### src/hw/rtl/ptt_pkg.sv
package ptt_pkg;

  localparam int NUM_SLOTS   = 16;
  localparam int COUNT_WIDTH = 16;
  localparam int SLOT_W      = (NUM_SLOTS > 1) ? $clog2(NUM_SLOTS) : 1;

  localparam int OP_W   = 3;
  localparam int ID_W   = 5;
  localparam int TICK_W = 16;

  localparam logic [OP_W-1:0] OP_REGISTER = 3'd0;
  localparam logic [OP_W-1:0] OP_DELAY    = 3'd1;
  localparam logic [OP_W-1:0] OP_SLEEP    = 3'd2;
  localparam logic [OP_W-1:0] OP_WAKEUP   = 3'd3;
  localparam logic [OP_W-1:0] OP_DELETE   = 3'd4;
  localparam logic [OP_W-1:0] OP_TICK     = 3'd5;
  localparam logic [OP_W-1:0] OP_SCHEDULE = 3'd6;

  typedef logic [1:0] mode_t;
  localparam mode_t MODE_IDLE  = 2'd0;
  localparam mode_t MODE_READY = 2'd1;
  localparam mode_t MODE_SUSP  = 2'd2;
  localparam mode_t MODE_SLEEP = 2'd3;

  localparam logic STATUS_OK  = 1'b0;
  localparam logic STATUS_ERR = 1'b1;

endpackage

### src/hw/rtl/periodic_task_timer_table.sv
// channel  direction  handshake            payload
// in       input      in_valid / in_ready  op, task_id, tick_count, reload_period
// out      output     out_valid/out_ready  status, result_id, dispatch_valid, last
//
// Register, delay, sleep, wakeup, delete, unknown ops and a schedule with no ready slot
// update state at the accept edge and present their transfer the next cycle.
// Tick and other schedules sweep the countdown/reload memories one slot a cycle through
// a read stage and a write-back stage, returning to idle after the last write-back.
// A dispatch waiting on out_ready holds the sweep; no item is taken during a sweep.
// rst clears the slot modes, the used bits and the sequencer; memories are not cleared.
module periodic_task_timer_table (
  input  logic                        clk,
  input  logic                        rst,
  input  logic                        in_valid,
  output logic                        in_ready,
  input  logic [ptt_pkg::OP_W-1:0]    op,
  input  logic [ptt_pkg::ID_W-1:0]    task_id,
  input  logic [ptt_pkg::TICK_W-1:0]  tick_count,
  input  logic [ptt_pkg::TICK_W-1:0]  reload_period,
  output logic                        out_valid,
  input  logic                        out_ready,
  output logic                        status,
  output logic [ptt_pkg::ID_W-1:0]    result_id,
  output logic                        dispatch_valid,
  output logic                        last
);
  import ptt_pkg::*;

  localparam logic [1:0] ST_IDLE = 2'd0;
  localparam logic [1:0] ST_SCAN = 2'd1;

  logic [1:0]                      state;
  logic [NUM_SLOTS-1:0]            used;
  logic [NUM_SLOTS-1:0][1:0]       mode;
  logic                            sched_q;
  logic                            rd_active;
  logic [SLOT_W-1:0]               rd_idx;
  logic                            p_valid;
  logic [SLOT_W-1:0]               p_idx;

  logic [COUNT_WIDTH-1:0]          cd_mem [NUM_SLOTS];
  logic [COUNT_WIDTH-1:0]          rl_mem [NUM_SLOTS];
  logic [COUNT_WIDTH-1:0]          cd_q;
  logic [COUNT_WIDTH-1:0]          rl_q;

  logic                            in_fire;
  logic [COUNT_WIDTH-1:0]          cnt_in;
  logic [COUNT_WIDTH-1:0]          per_in;
  logic                            free_found;
  logic [SLOT_W-1:0]               free_idx;
  logic [SLOT_W:0]                 free_id;
  logic                            sel_hit;
  logic [SLOT_W-1:0]               sel_idx;
  logic [NUM_SLOTS-1:0]            ready_vec;
  logic                            more_ready;
  logic                            p_emit;
  logic                            p_susp;
  logic [SLOT_W:0]                 p_id;
  logic [COUNT_WIDTH-1:0]          cd_dec;
  logic                            adv;
  logic                            rd_en;
  logic                            cd_we;
  logic [SLOT_W-1:0]               cd_wa;
  logic [COUNT_WIDTH-1:0]          cd_wd;
  logic                            rl_we;

  assign in_ready = (state == ST_IDLE) && (!out_valid || out_ready);
  assign in_fire  = in_valid && in_ready;
  assign cnt_in   = COUNT_WIDTH'(tick_count);
  assign per_in   = COUNT_WIDTH'(reload_period);
  assign free_id  = {1'b0, free_idx} + 1'b1;
  assign p_id     = {1'b0, p_idx} + 1'b1;

  always_comb begin
    free_found = 1'b0;
    free_idx   = '0;
    for (int j = NUM_SLOTS - 1; j >= 0; j--) begin
      if (!used[j]) begin
        free_found = 1'b1;
        free_idx   = SLOT_W'(j);
      end
    end
  end

  always_comb begin
    sel_hit = 1'b0;
    sel_idx = '0;
    for (int j = 0; j < NUM_SLOTS; j++) begin
      if (int'(task_id) == j + 1 && used[j]) begin
        sel_hit = 1'b1;
        sel_idx = SLOT_W'(j);
      end
    end
  end

  always_comb begin
    more_ready = 1'b0;
    for (int j = 0; j < NUM_SLOTS; j++) begin
      ready_vec[j] = used[j] && (mode[j] == MODE_READY);
      if (j > int'(p_idx) && ready_vec[j]) more_ready = 1'b1;
    end
  end

  assign p_emit = sched_q && ready_vec[p_idx];
  assign p_susp = !sched_q && used[p_idx] && (mode[p_idx] == MODE_SUSP);
  assign cd_dec = (cd_q == '0) ? '0 : cd_q - 1'b1;
  assign adv    = !(p_valid && p_emit && out_valid && !out_ready);
  assign rd_en  = (state == ST_SCAN) && rd_active && adv;
  assign rl_we  = in_fire && (op == OP_REGISTER) && free_found;

  always_comb begin
    cd_we = 1'b0;
    cd_wa = p_idx;
    cd_wd = cnt_in;
    if (rl_we) begin
      cd_we = 1'b1;
      cd_wa = free_idx;
    end else if (in_fire && (op == OP_DELAY) && sel_hit) begin
      cd_we = 1'b1;
      cd_wa = sel_idx;
    end else if ((state == ST_SCAN) && p_valid && adv) begin
      if (p_emit) begin
        cd_we = 1'b1;
        cd_wd = rl_q;
      end else if (p_susp) begin
        cd_we = 1'b1;
        cd_wd = cd_dec;
      end
    end
  end

  always_ff @(posedge clk) begin
    if (cd_we) cd_mem[cd_wa] <= cd_wd;
    if (rl_we) rl_mem[free_idx] <= per_in;
    if (rd_en) begin
      cd_q <= cd_mem[rd_idx];
      rl_q <= rl_mem[rd_idx];
    end
  end

  always_ff @(posedge clk) begin
    if (rst) begin
      state     <= ST_IDLE;
      used      <= '0;
      mode      <= {NUM_SLOTS{MODE_IDLE}};
      out_valid <= 1'b0;
      rd_active <= 1'b0;
      p_valid   <= 1'b0;
    end else begin
      if (out_ready) out_valid <= 1'b0;
      if (in_fire) begin
        out_valid      <= 1'b1;
        status         <= STATUS_OK;
        result_id      <= '0;
        dispatch_valid <= 1'b0;
        last           <= 1'b1;
        case (op)
          OP_REGISTER: begin
            if (free_found) begin
              used[free_idx] <= 1'b1;
              mode[free_idx] <= (cnt_in == '0) ? MODE_READY : MODE_SUSP;
              result_id      <= ID_W'(free_id);
            end else begin
              status <= STATUS_ERR;
            end
          end
          OP_DELAY, OP_SLEEP, OP_WAKEUP, OP_DELETE: begin
            if (!sel_hit) begin
              status <= STATUS_ERR;
            end else begin
              case (op)
                OP_DELAY:  mode[sel_idx] <= MODE_SUSP;
                OP_SLEEP:  mode[sel_idx] <= MODE_SLEEP;
                OP_WAKEUP: mode[sel_idx] <= MODE_READY;
                default: begin
                  used[sel_idx] <= 1'b0;
                  mode[sel_idx] <= MODE_IDLE;
                end
              endcase
            end
          end
          OP_TICK: begin
            state     <= ST_SCAN;
            sched_q   <= 1'b0;
            rd_active <= 1'b1;
            rd_idx    <= '0;
            p_valid   <= 1'b0;
          end
          OP_SCHEDULE: begin
            if (|ready_vec) begin
              out_valid <= 1'b0;
              state     <= ST_SCAN;
              sched_q   <= 1'b1;
              rd_active <= 1'b1;
              rd_idx    <= '0;
              p_valid   <= 1'b0;
            end
          end
          default: status <= STATUS_ERR;
        endcase
      end
      if ((state == ST_SCAN) && adv) begin
        p_valid <= rd_active;
        p_idx   <= rd_idx;
        if (rd_active) begin
          if (rd_idx == SLOT_W'(NUM_SLOTS - 1)) rd_active <= 1'b0;
          else rd_idx <= rd_idx + 1'b1;
        end
        if (p_valid) begin
          if (p_emit) begin
            mode[p_idx]    <= MODE_SUSP;
            out_valid      <= 1'b1;
            status         <= STATUS_OK;
            result_id      <= ID_W'(p_id);
            dispatch_valid <= 1'b1;
            last           <= !more_ready;
          end else if (p_susp && cd_dec == '0) begin
            mode[p_idx] <= MODE_READY;
          end
          if (p_idx == SLOT_W'(NUM_SLOTS - 1)) begin
            state   <= ST_IDLE;
            p_valid <= 1'b0;
          end
        end
      end
    end
  end

endmodule

### config.mk
export PLATFORM = sky130hd
export DESIGN_NAME = periodic_task_timer_table
export DESIGN_NICKNAME = d
export VERILOG_FILES = /design/src/hw/rtl/ptt_pkg.sv /design/src/hw/rtl/periodic_task_timer_table.sv
export SDC_FILE = /design/constraint.sdc
export NUM_CORES = 1
export LEC_CHECK = 0
export BUFFER_PORTS_ARGS = -buffer_cell sky130_fd_sc_hd__buf_2
export CELL_PAD_IN_SITES_DETAIL_PLACEMENT = 0
export CELL_PAD_IN_SITES_GLOBAL_PLACEMENT = 2
export CORE_ASPECT_RATIO = 1.5
export CORE_MARGIN = 1
export CORE_UTILIZATION = 51
export DETAILED_ROUTE_END_ITERATION = 8
export PLACE_DENSITY_LB_ADDON = 0.05
export REMOVE_ABC_BUFFERS = 1
export SYNTH_ARGS = -nofsm -noshare
export SYNTH_HDL_FRONTEND = slang
export SYNTH_SLANG_ARGS = --single-unit
export TNS_END_PERCENT = 30
### constraint.sdc
create_clock -name clk -period 12.1 [get_ports clk]
set_clock_uncertainty 0.1 [all_clocks]
set_input_delay 2.42 -clock clk [delete_from_list [all_inputs] [get_ports clk]]
set_output_delay 2.42 -clock clk [all_outputs]
set_load 0.02 [all_outputs]
==> flow_summary.rst <==
.. list-table::
   :header-rows: 1

   * - Metric
     - Value
   * - Outcome
     - finished with violations
   * - Failing checks
     - design-rule violations, max-slew violations
   * - Wire length of the first global-routing pass
     - ~120 mm
   * - Worst slack at placement
     - between 5000 and 6000 ps
   * - Static leakage
     - 9.66 nW
   * - End of the critical path
     - cd_mem[8][11]
   * - CTS Hold Buffers Added
     - 0
   * - Average cell area after synthesis
     - between 15 and 20 µm²
   * - Most frequent cell on the critical path
     - sky130_fd_sc_hd__buf_4
   * - WS Path Type
     - primary input to register
   * - Number of synthesized flops with an enable pin
     - ~560
   * - Largest incremental delay on the critical path
     - 1010 ps
   * - Final slew viol count
     - 1
   * - Fin. Hold Viols
     - 0
   * - Area of the multi-input gates
     - approximately 0.0094 mm²
   * - Share of cells above drive strength 1
     - a little under a quarter
   * - Antenna Violating Nets Remaining
     - 0
   * - Synth top area share
     - 60.5%
   * - Proportion of total power due to net switching
     - 21.8%
   * - All-Layer GR Usage
     - a little under a third
   * - Die width
     - about 190 µm
   * - Sequential share of power
     - between 50% and 60%
   * - Fin nets
     - 1873
   * - Maximum clock frequency
     - roughly 170 MHz
   * - Final setup fails
     - 0
   * - Maximum fanout encountered on the critical timing path
     - roughly 50
   * - Cell count after synthesis
     - between 1500 and 2000
   * - Number of fill cells in the layout
     - about 4200
   * - Number of global-route vias before repair
     - around 17000
   * - Setup total negative slack
     - 0 ps
   * - Fraction of registers with async set/reset
     - 0%
   * - Clock network fraction of design power
     - between 40 and 50%
   * - Max-capacitance violation count
     - 0
   * - Max clock buf depth
     - 3
   * - Minimum period implied by the final worst setup slack
     - 5910 ps
   * - Fin crit share
     - roughly half
   * - Class of the tightest hold or removal check
     - register to register
   * - Core Box Area
     - 0.0537 mm²
   * - Portion of total power attributed to combinational logic
     - around 5.5%
   * - Flops & latches, synth
     - slightly above 600
   * - Sum of internal, switching and leakage power
     - between 4 and 5 mW
   * - Layout-stage area growth over the synthesis result
     - 10.9%
   * - Number of different library cells in the post-synthesis netlist
     - 100
   * - Y dimension of the die
     - ~290 µm
   * - RSZ-0062 raised after global routing
     - no
   * - Sequential standard cell area
     - roughly 0.018 mm²
   * - Cell-by-cell listing of the critical path
     - buf_2 > buf_4 > nor3_1 > nand4_1 > buf_4 > a21oi_1 > nor2_1 > a21boi_0 > o32ai_1 > a211oi_4
   * - Initial antenna violation count
     - 2
   * - WL/cell
     - between 30 and 40 µm
   * - Post-detailed-route via-to-cell ratio
     - about 6.8
   * - Io pins
     - between 50 and 60
   * - Number of buffers inserted by post-CTS setup repair
     - 0
   * - Post-CTS clock slew at the launch and capture registers of the worst setup and hold paths
     - 60 ps
   * - Initial drt markers
     - 1711
   * - Internal power of the cells
     - about 3.4 mW
   * - Initial standard-cell utilization of the core
     - between 50 and 60%
   * - Worst setup EP type
     - register
   * - Number of synthesis warnings
     - 0
   * - Primary flip-flop cell chosen by synthesis mapping
     - sky130_fd_sc_hd__edfxtp_1
   * - Total number of vias
     - ~17000
   * - Drt first pass iters
     - 7
   * - Non-Filler Cell Area, Final
     - ~0.031 mm²
   * - Resized cells post-CTS
     - 0
   * - Launch instance of the worst register-to-register path
     - p_idx[2]
   * - Clock latency on the worst-skew pair
     - 630 ps
   * - Overall die area
     - roughly 0.056 mm²
   * - Maximum vdd ir drop
     - between 0.1 and 0.15 mV
   * - Tightest slew margin relative to the limit
     - -4.66%
   * - Largest net degree at the start of global routing
     - 134
   * - Reg2Reg Setup Slack
     - 7340 ps
   * - Data arrival at the endpoint of the critical path
     - ~6100 ps
   * - Required time reported for the critical path endpoint
     - 12280 ps
   * - Post-synthesis cell area
     - between 0.02 and 0.03 mm²
   * - Startpoint Class
     - primary input
   * - Final worst setup slack
     - approximately 6200 ps
   * - CTS tree
     - built
   * - Placed Instance Area
     - approximately 0.029 mm²
   * - Wire length after detailed routing
     - between 80 and 90 mm
   * - Post-DP HPWL
     - roughly 54 mm
   * - Number of levels in the clock H-tree
     - 2
   * - CTS root buffer
     - sky130_fd_sc_hd__clkbuf_16
   * - Worst path slowest cell
     - sky130_fd_sc_hd__o32ai_1
   * - Placer's final routability congestion estimate
     - between 0.9 and 1
   * - Total grt overflow
     - 0
   * - Switching power
     - around 0.95 mW
   * - Port Buffer Count
     - 53
   * - Library cell occupying the most area in the post-synthesis netlist
     - sky130_fd_sc_hd__edfxtp_1
   * - Number of cells traversed by the worst register-to-register path
     - 7
   * - Num Clock Sinks
     - 614
   * - Std cell rows
     - 104
   * - Slew at the pin with the worst max-slew slack
     - ~1600 ps
   * - Proportion of synthesized chip area in sequential cells
     - 64.4%
   * - Reg-to-reg critical path endpoint
     - cd_mem[8][11]
   * - Total power divided by cell area
     - roughly 140 mW/mm²
   * - Critical path launch point
     - op[2]
   * - Number of buffers created by CTS
     - between 50 and 60
   * - Biggest area contributors in the synthesized netlist
     - sky130_fd_sc_hd__edfxtp_1 61%, sky130_fd_sc_hd__mux4_2 13%, sky130_fd_sc_hd__dfxtp_1 3.8%
   * - DRC Markers
     - 20
[synthesized netlist by cell type, types with 20 or more instances]
| library cell | number |
|---|---|
| sky130_fd_sc_hd__nand2_1 | 100 |
| sky130_fd_sc_hd__mux2i_1 | 25 |
| sky130_fd_sc_hd__clkbuf_1 | 69 |
| sky130_fd_sc_hd__edfxtp_1 | 561 |
| sky130_fd_sc_hd__a211oi_1 | 27 |
| sky130_fd_sc_hd__buf_2 | 24 |
| sky130_fd_sc_hd__nand4_1 | 23 |
| sky130_fd_sc_hd__a31oi_1 | 27 |
| sky130_fd_sc_hd__nor3_1 | 39 |
| sky130_fd_sc_hd__nor2b_1 | 23 |
| sky130_fd_sc_hd__mux4_2 | 160 |
| sky130_fd_sc_hd__o21ai_0 | 52 |
| sky130_fd_sc_hd__or3_1 | 20 |
| sky130_fd_sc_hd__a21oi_1 | 48 |
| sky130_fd_sc_hd__nor2_1 | 86 |
| sky130_fd_sc_hd__inv_1 | 25 |
| sky130_fd_sc_hd__nand3_1 | 36 |
| sky130_fd_sc_hd__nor4_1 | 20 |
| sky130_fd_sc_hd__dfxtp_1 | 53 |
| sky130_fd_sc_hd__and3_1 | 20 |
[sequential cells by signal, indices dropped and copies added, names as in the netlist]
name,cells
rd_idx,4
cd_q,16
dispatch_valid,1
used,16
status,1
p_idx,4
rd_active,1
p_valid,1
out_valid,1
last,1
rl_mem,256
cd_mem,256
rl_q,16
result_id,5
state,2
mode,32
sched_q,1
[area by class of cell]
| type | count | area share, % |
|---|---|---|
| Tap cell | 689 | 2.79 |
| Clock inverter | 39 | 1.25 |
| Multi-Input combinational cell | 1012 | 30.6 |
| Antenna cell | 3 | 0.0243 |
| Inverter | 27 | 0.329 |
| Timing Repair Buffer | 107 | 2.26 |
| Clock buffer | 64 | 4.71 |
| Sequential cell | 614 | 58.1 |
[power by group through the flow]
stage / Clock (mW) / Sequential, mW / Combinational, mW
CTS: 1.81 / 2.33 / 0.241
floorplan: 0 / 2.40 / 0.137
global route: 1.88 / 2.33 / 0.256
global placement: 0 / 2.37 / 0.236
finish: 1.77 / 2.33 / 0.239
detailed placement: 0 / 2.37 / 0.240
[how the worst min path moves through the flow]
| stage | startpoint | slack (ps) | end | cells past startpoint |
|---|---|---|---|---|
| 2_1_floorplan | state[1] | 380 | state[1] | 1 |
| 3_3_place_gp | state[1] | 410 | state[1] | 1 |
| 3_5_place_dp | state[1] | 410 | state[1] | 1 |
| 4_1_cts | state[1] | 420 | state[1] | 1 |
| 5_1_grt | state[1] | 440 | state[1] | 1 |
| 6_report | state[1] | 430 | state[1] | 1 |
[stage by stage]
stage                     hold slack, ps  utilization, %  cells
after floorplan                      379               -   1653
after global placement               408            53.9   2449
after detailed placement             412            53.9   2449
after CTS                            424            57.4   2552
after global routing                 438            57.4   2552
final                                432            57.4   2555
[logic make-up after synthesis]
family	count (synthesis)	share of synthesized area (%)
simple gates	467	9.44
mux	199	14.4
xor+xnor	14	0.441
fa+ha+maj	10	0.450
buf+inv	149	2.32
flops	614	64.4
compound gates	322	8.57
[metal layers]
layer  global-route usage (%)  wire length (µm)
met1                     37.2             30300
met4                     18.3              5710
met5                        0                 0
met3                     5.08              4960
met2                     52.8             43100
[worst max-delay path, delay by kind of cell]
family                 cells  cell delay (ps)
buffers and inverters      3              670
AOI/OAI and AO/OA          4             2380
and+or+nand+nor            3              570
[layout by cell type (no fill, tap or decap), types with 14 or more instances in the layout]
cell and instances:
sky130_fd_sc_hd__clkbuf_16 57, sky130_fd_sc_hd__mux4_2 160, sky130_fd_sc_hd__nand4_1 23, sky130_fd_sc_hd__a31oi_1 25
sky130_fd_sc_hd__nor2b_1 19, sky130_fd_sc_hd__nor4_1 14, sky130_fd_sc_hd__buf_4 52, sky130_fd_sc_hd__nand3b_1 17
sky130_fd_sc_hd__nor2_1 76, sky130_fd_sc_hd__a211oi_1 24, sky130_fd_sc_hd__and3_1 20, sky130_fd_sc_hd__nor3_1 37
sky130_fd_sc_hd__edfxtp_1 561, sky130_fd_sc_hd__or3_1 20, sky130_fd_sc_hd__a21oi_1 48, sky130_fd_sc_hd__o21ai_0 52
sky130_fd_sc_hd__mux2_2 14, sky130_fd_sc_hd__buf_2 53, sky130_fd_sc_hd__mux2i_1 25, sky130_fd_sc_hd__dfxtp_1 53
sky130_fd_sc_hd__a22oi_1 17, sky130_fd_sc_hd__inv_1 25, sky130_fd_sc_hd__a311oi_1 14, sky130_fd_sc_hd__nand3_1 36
sky130_fd_sc_hd__nand2_1 100
(Power assumes the default switching activity.)
